[src/rtl/core/owned_resource_table_defines.svh]
// ---------------------------------------------------------------------------
// owned_resource_table assertion macros
// Concurrent assertion wrappers; empty when SYNTHESIS is defined.
// ---------------------------------------------------------------------------
`ifndef OWNED_RESOURCE_TABLE_DEFINES_SVH
`define OWNED_RESOURCE_TABLE_DEFINES_SVH

`ifndef SYNTHESIS
// same-cycle implication
`define ORT_ASSERT_IMP(label, clk, rst_n, ante, cons, msg) \
    label: assert property (@(posedge clk) disable iff (!rst_n) (ante) |-> (cons)) \
        else $error(msg);
// next-cycle implication
`define ORT_ASSERT_NXT(label, clk, rst_n, ante, cons, msg) \
    label: assert property (@(posedge clk) disable iff (!rst_n) (ante) |=> (cons)) \
        else $error(msg);
`else
`define ORT_ASSERT_IMP(label, clk, rst_n, ante, cons, msg)
`define ORT_ASSERT_NXT(label, clk, rst_n, ante, cons, msg)
`endif

`endif

[src/rtl/core/ort_pkg.sv]
// ---------------------------------------------------------------------------
// ort_pkg
// Shared types, codes and field layout for the owned resource table.
// ---------------------------------------------------------------------------
package ort_pkg;

    // input beat layout (lowest bit first)
    localparam int CMD_W      = 3;
    localparam int ID_W       = 16;
    localparam int WORD_W     = 32;
    localparam int CLIENT_W   = 8;
    localparam int IN_DATA_W  = 64;

    localparam int CMD_LO     = 0;
    localparam int ID_LO      = CMD_LO + CMD_W;
    localparam int WORD_LO    = ID_LO + ID_W;
    localparam int PRESENT_LO = WORD_LO + WORD_W;
    localparam int CLIENT_LO  = PRESENT_LO + 1;

    // output beat layout (lowest bit first)
    localparam int STATUS_W   = 3;
    localparam int NEW_ID_W   = 11;
    localparam int RDATA_W    = 32;
    localparam int TOTAL_W    = 12;
    localparam int OUT_DATA_W = 64;
    localparam int OUT_USED_W = STATUS_W + NEW_ID_W + RDATA_W + TOTAL_W;

    typedef enum logic [CMD_W-1:0] {
        CMD_CREATE  = 3'd0,
        CMD_GET     = 3'd1,
        CMD_SET     = 3'd2,
        CMD_RESERVE = 3'd3,
        CMD_RELEASE = 3'd4,
        CMD_REL_ALL = 3'd5,
        CMD_LIST    = 3'd6
    } t_cmd;

    typedef enum logic [STATUS_W-1:0] {
        STAT_OK           = 3'd0,
        STAT_NOT_OWNER    = 3'd1,
        STAT_NO_ID        = 3'd2,
        STAT_NOT_RESERVED = 3'd3,
        STAT_FULL         = 3'd4,
        STAT_NO_VALUE     = 3'd5
    } t_status;

    typedef enum logic [1:0] {
        S_IDLE,
        S_WALK_RD,
        S_WALK_WR,
        S_EXEC
    } t_state;

    // controller -> datapath
    typedef struct packed {
        logic accept;   // latch command fields, read entry at id
        logic walk_rd;  // read owner entry at walk index
        logic walk_wr;  // clear ownership if it matches, advance index
        logic exec;     // finish command, load result register
    } t_ctrl_cmd;

    // datapath -> controller
    typedef struct packed {
        logic in_is_rall;  // command on the input is release-all
        logic walk_more;   // walk index below entry count
        logic out_free;    // result register can take a new result
    } t_dp_status;

endpackage

[src/rtl/core/ort_ctrl.sv]
// ---------------------------------------------------------------------------
// ort_ctrl
// Command sequencer: single-entry commands, release-all walk, result handoff.
// ---------------------------------------------------------------------------
module ort_ctrl (
    input  logic                  i_clk,
    input  logic                  i_rst_n,
    input  logic                  i_in_valid,
    output logic                  o_in_ready,
    input  ort_pkg::t_dp_status   i_status,
    output ort_pkg::t_ctrl_cmd    o_cmd
);

    ort_pkg::t_state r_state;
    ort_pkg::t_state n_state;

    always_ff @(posedge i_clk) begin
        if (!i_rst_n) begin
            r_state <= ort_pkg::S_IDLE;
        end else begin
            r_state <= n_state;
        end
    end

    always_comb begin
        n_state    = r_state;
        o_cmd      = '0;
        o_in_ready = 1'b0;
        case (r_state)
            ort_pkg::S_IDLE: begin
                o_in_ready = 1'b1;
                if (i_in_valid) begin
                    o_cmd.accept = 1'b1;
                    n_state = i_status.in_is_rall ? ort_pkg::S_WALK_RD : ort_pkg::S_EXEC;
                end
            end
            ort_pkg::S_WALK_RD: begin
                if (i_status.walk_more) begin
                    o_cmd.walk_rd = 1'b1;
                    n_state = ort_pkg::S_WALK_WR;
                end else begin
                    n_state = ort_pkg::S_EXEC;
                end
            end
            ort_pkg::S_WALK_WR: begin
                o_cmd.walk_wr = 1'b1;
                n_state = ort_pkg::S_WALK_RD;
            end
            ort_pkg::S_EXEC: begin
                // hold here while the previous result is still unclaimed
                if (i_status.out_free) begin
                    o_cmd.exec = 1'b1;
                    n_state = ort_pkg::S_IDLE;
                end
            end
            default: begin
                n_state = ort_pkg::S_IDLE;
            end
        endcase
    end

endmodule

[config.mk]
export PLATFORM = sky130hd
export DESIGN_NAME = ort_ctrl
export DESIGN_NICKNAME = d
export VERILOG_FILES = /design/src/rtl/core/owned_resource_table_defines.svh /design/src/rtl/core/ort_pkg.sv /design/src/rtl/core/ort_ctrl.sv
export SDC_FILE = /design/constraint.sdc
export NUM_CORES = 1
export LEC_CHECK = 0
export BUFFER_PORTS_ARGS = -buffer_cell sky130_fd_sc_hd__buf_2
export CAP_MARGIN = 20
export CORE_AREA = 5 5 42 44
export DETAILED_ROUTE_END_ITERATION = 6
export DIE_AREA = 0 0 47 49
export HOLD_SLACK_MARGIN = 0.1
export PLACE_DENSITY = 0.3
export SETUP_SLACK_MARGIN = 0.15
export SLEW_MARGIN = 20
export SYNTH_ARGS = -nofsm -noshare
export SYNTH_HDL_FRONTEND = slang
export SYNTH_SLANG_ARGS = --single-unit
[constraint.sdc]
create_clock -name i_clk -period 1.7 [get_ports i_clk]
set_clock_uncertainty 0.2 [all_clocks]
set_input_delay 0.255 -clock i_clk [delete_from_list [all_inputs] [get_ports i_clk]]
set_output_delay 0.255 -clock i_clk [all_outputs]
set_load 0.01 [all_outputs]
### Word level (Yosys, flattened, before mapping)

Index checks and enable logic that the tools add are counted.

* $mul: 0
* $lt $le $gt $ge: 0
* shifts and indexed selects: 0
* reduce and logical (&&, ||, !) cells: 2
* div/mod/pow operators: 0
* bitwise gates (word level): 0
* multiplexer cells: 13
* add/sub/neg operators: 0
* equal/unequal tests: 5

Operators with widths (number)
* 1-bit two-way mux: 9
* 2-bit one-hot mux with 4 select lines: 1
* 2-bit two-way mux: 3
* 2-bit equality test, second input constant: 2
* 2-bit != test, second input constant: 2
* 2-bit by 1-bit equality test with 1-bit output, second input constant: 1
* 2-bit zero test: 1
* 2-bit AND reduction: 1

* word-level logic and storage cells: 21
* bits in latches: 0
* output and inout bits: 5
* bits in read-only memories: 0
* memory bits (writable): 0
* bits of input ports: 6
* memories: 0
* bits in registers: 2

### Logic depth before layout (Yosys ltp)

* depth after elaboration: 3
* mapped depth: 2
* depth with buffers taken out: 2

### Worst setup path after synthesis

OpenSTA, ideal clock, no wires.

* path type: register -> output
* start point: register r_state[0]
* end point: output o_cmd[3] (netlist name)
* data arrival time: 0.749 ns
* stages on the path, launching flop included: 3
* path slack: 0.496 ns
* cell sequence: dfxtp_1 nor2_1 and2_1

RTL lines
* start: declaration: RTL line ort_ctrl.sv:14 `ort_pkg::t_state r_state;`
* start signal: assignment: RTL line ort_ctrl.sv:19 `r_state <= ort_pkg::S_IDLE;`
* start signal: assignment: RTL line ort_ctrl.sv:21 `r_state <= n_state;`
* end: declaration: RTL line ort_ctrl.sv:11 `output ort_pkg::t_ctrl_cmd o_cmd`

==> flow_summary.json <==
{
  "status": "finished clean",
  "power.share.combinational": 0.213,
  "synth-seq-cells": 2,
  "worstMarginPinSlew_ns": 0.252,
  "period_share": 0.827,
  "post_cts_buffers": 0,
  "ant_nets": 0,
  "largest_reg_flops": 2,
  "ir_worst_vdd_uv": 315,
  "yosysUniqueCellTypes": 12,
  "power.leakage_nw": 0.115,
  "yosysTopAreaCellShare": 0.317,
  "cts-root-buf": "clkbuf_4",
  "die_h_um": 49,
  "hold_viol_final": 0,
  "chipWidth_um": 47,
  "wl_per_cell_um": 9.56,
  "route.detailed.drc": 0,
  "seq_power_share": 0.293,
  "power_density_nw_per_um2": 904,
  "wirelength_um": 411,
  "internal-power_uw": 156,
  "synth_area_um2": 126,
  "layout_common_cells": "buf_2 (10), clkbuf_4 (3), dfxtp_2 (2)",
  "max_stage_delay_ns": 0.38,
  "antenna_found_initial": 0,
  "vias": 139,
  "ys_seq_area_frac": 0.317,
  "hold_path_startpoint": "i_in_valid",
  "synthTopCellsByArea": "dfxtp_1 (32%), mux2_4 (12%), and3b_2 (7.9%)",
  "synth_area_leader_cell": "dfxtp_1",
  "place_area_um2": 196,
  "grtUsageTotal": 0.0408,
  "top_register": "r_state",
  "r2r_slack_ns": 0.61,
  "cts_sinks": 2,
  "slew_viol_final": 0,
  "grt_pass1_vias": 132,
  "coreArea_um2": 1400,
  "vias_per_cell": 3.23,
  "regArea_um2": 42.5,
  "hp-class": "input pin to register",
  "max_freq_ghz": 0.711,
  "fillers": 160,
  "htreeDepth": 1,
  "num_rows": 14,
  "cts_buffers": 3,
  "pwr-share-clk": 0.494,
  "place.gp.congestion": 0.726,
  "period_needed_ns": 1.41,
  "path_buf_inv": 1,
  "clock_latency_ns": 0.22,
  "ctsLongestPathBuffers": 2,
  "slew_headroom": 0.831,
  "multi_input_area_um2": 86.3,
  "net-switching-power_uw": 53.2,
  "grt_remaining_overflow": 0,
  "start_util": 0.0902,
  "r2r_start": "r_state[1]",
  "synthCells": 13,
  "cp_top_family": "flip-flops",
  "critical_path_class": "register to output pin",
  "antenna_cells": 0,
  "path_cells": "and3b_2 > buf_2",
  "power_uw": 209,
  "rsz0062_at_grt": "no",
  "portBuffers": 10,
  "die_area_um2": 2300,
  "swShare": 0.254,
  "fin_area_um2": 231,
  "cp-end-kind": "output pin",
  "setup_tns_ns": 0,
  "cts_tree": "done",
  "critPathRequiredTime_ns": 1.24,
  "drv_cap": 0,
  "regToRegEndpoint": "r_state[0]",
  "final_common_cell": "buf_2",
  "crit_path_max_fanout": 8,
  "min_to": "r_state[0]",
  "io_pins": 11,
  "syn_nets": 19,
  "final_nets": 35,
  "cp-start-kind": "register",
  "cts.clk_slew.worst_paths_ns": 0.03,
  "grt_pass1_wl_um": 614,
  "syn_to_final_growth_pct": 83.2,
  "worstPathArrival_ns": 0.95,
  "top_regs": "r_state x2",
  "drive_above_1_share": 0.667,
  "holdPathStages": 3,
  "dr.pass1.iters": 4,
  "setup_violations": 0,
  "worstRegToRegCells": 2,
  "grt_max_degree": 9,
  "drt_iter0_markers": 3,
  "avgSynthCellArea_um2": 9.72,
  "yosys_warnings": 0,
  "whs_ns": 0.145,
  "crit_path_top_delay_cell": "dfxtp_2"
}
[metal layers]
metal	vias up	global-route usage	routed length, um
met5	-	0	0
met3	0	0.0369	86
li1	77	-	-
met1	51	0.0613	224
met4	0	0.0415	0
met2	11	0.0249	101
[cell usage after synthesis]
library cell	instances
and3_1	1
nor2b_1	1
and3b_2	1
and2_1	1
nor3b_1	1
mux2_4	1
o21a_1	1
a21oi_2	1
dfxtp_1	2
nor2_1	1
a21boi_0	1
o31ai_1	1
[area by class of cell]
type,count,share of cell area
multi-input cells,11,0.373
well taps,16,0.0865
clock buffers,3,0.0973
flip-flops and latches,2,0.184
repair buffers,11,0.259
[stage by stage]
step | cells | utilization | worst slack [ns]
3_5_place_dp | 39 | 0.140 | 0.444
3_3_place_gp | 39 | 0.140 | 0.466
2_1_floorplan | 13 | - | 0.496
5_1_grt | 43 | 0.165 | 0.230
4_1_cts | 43 | 0.163 | 0.203
6_report | 43 | 0.165 | 0.294
[worst max-delay path by stage]
stage / to / cells after the start / from
after floorplan: o_cmd[3] / 2 / r_state[0]
after global placement: o_cmd[2] / 2 / r_state[1]
after detailed placement: o_cmd[3] / 3 / r_state[1]
after CTS: o_cmd[3] / 3 / r_state[1]
after global routing: o_cmd[3] / 3 / r_state[0]
final: o_cmd[2] / 2 / r_state[1]
[repair_timing]
item	4_1_cts	5_1_grt
endpoints found under the setup margin	0	1
endpoints found under the hold margin	2	0
hold buffers	1	0
resized for setup	0	2
[power groups by stage]
stage,registers (mW),clock network [mW],logic [mW]
after CTS,0.0601,0.110,0.0454
after global routing,0.0629,0.121,0.0488
final,0.0613,0.104,0.0446
after global placement,0.0602,0,0.0424
after floorplan,0.0589,0,0.0245
after detailed placement,0.0606,0,0.0433
[cell families after synthesis]
kind of cell,after synthesis,synth area share
DFF,2,0.317
muxes,1,0.119
and+or+nand+nor,6,0.317
AOI/OAI and AO/OA,4,0.248
[worst reg2reg max path, stage by stage, from the launching register on]
cell     delay [ns]
dfxtp_2        0.38
mux2_4         0.32
a21oi_2        0.12
No activity file was read; power rests on OpenSTA's default activity.
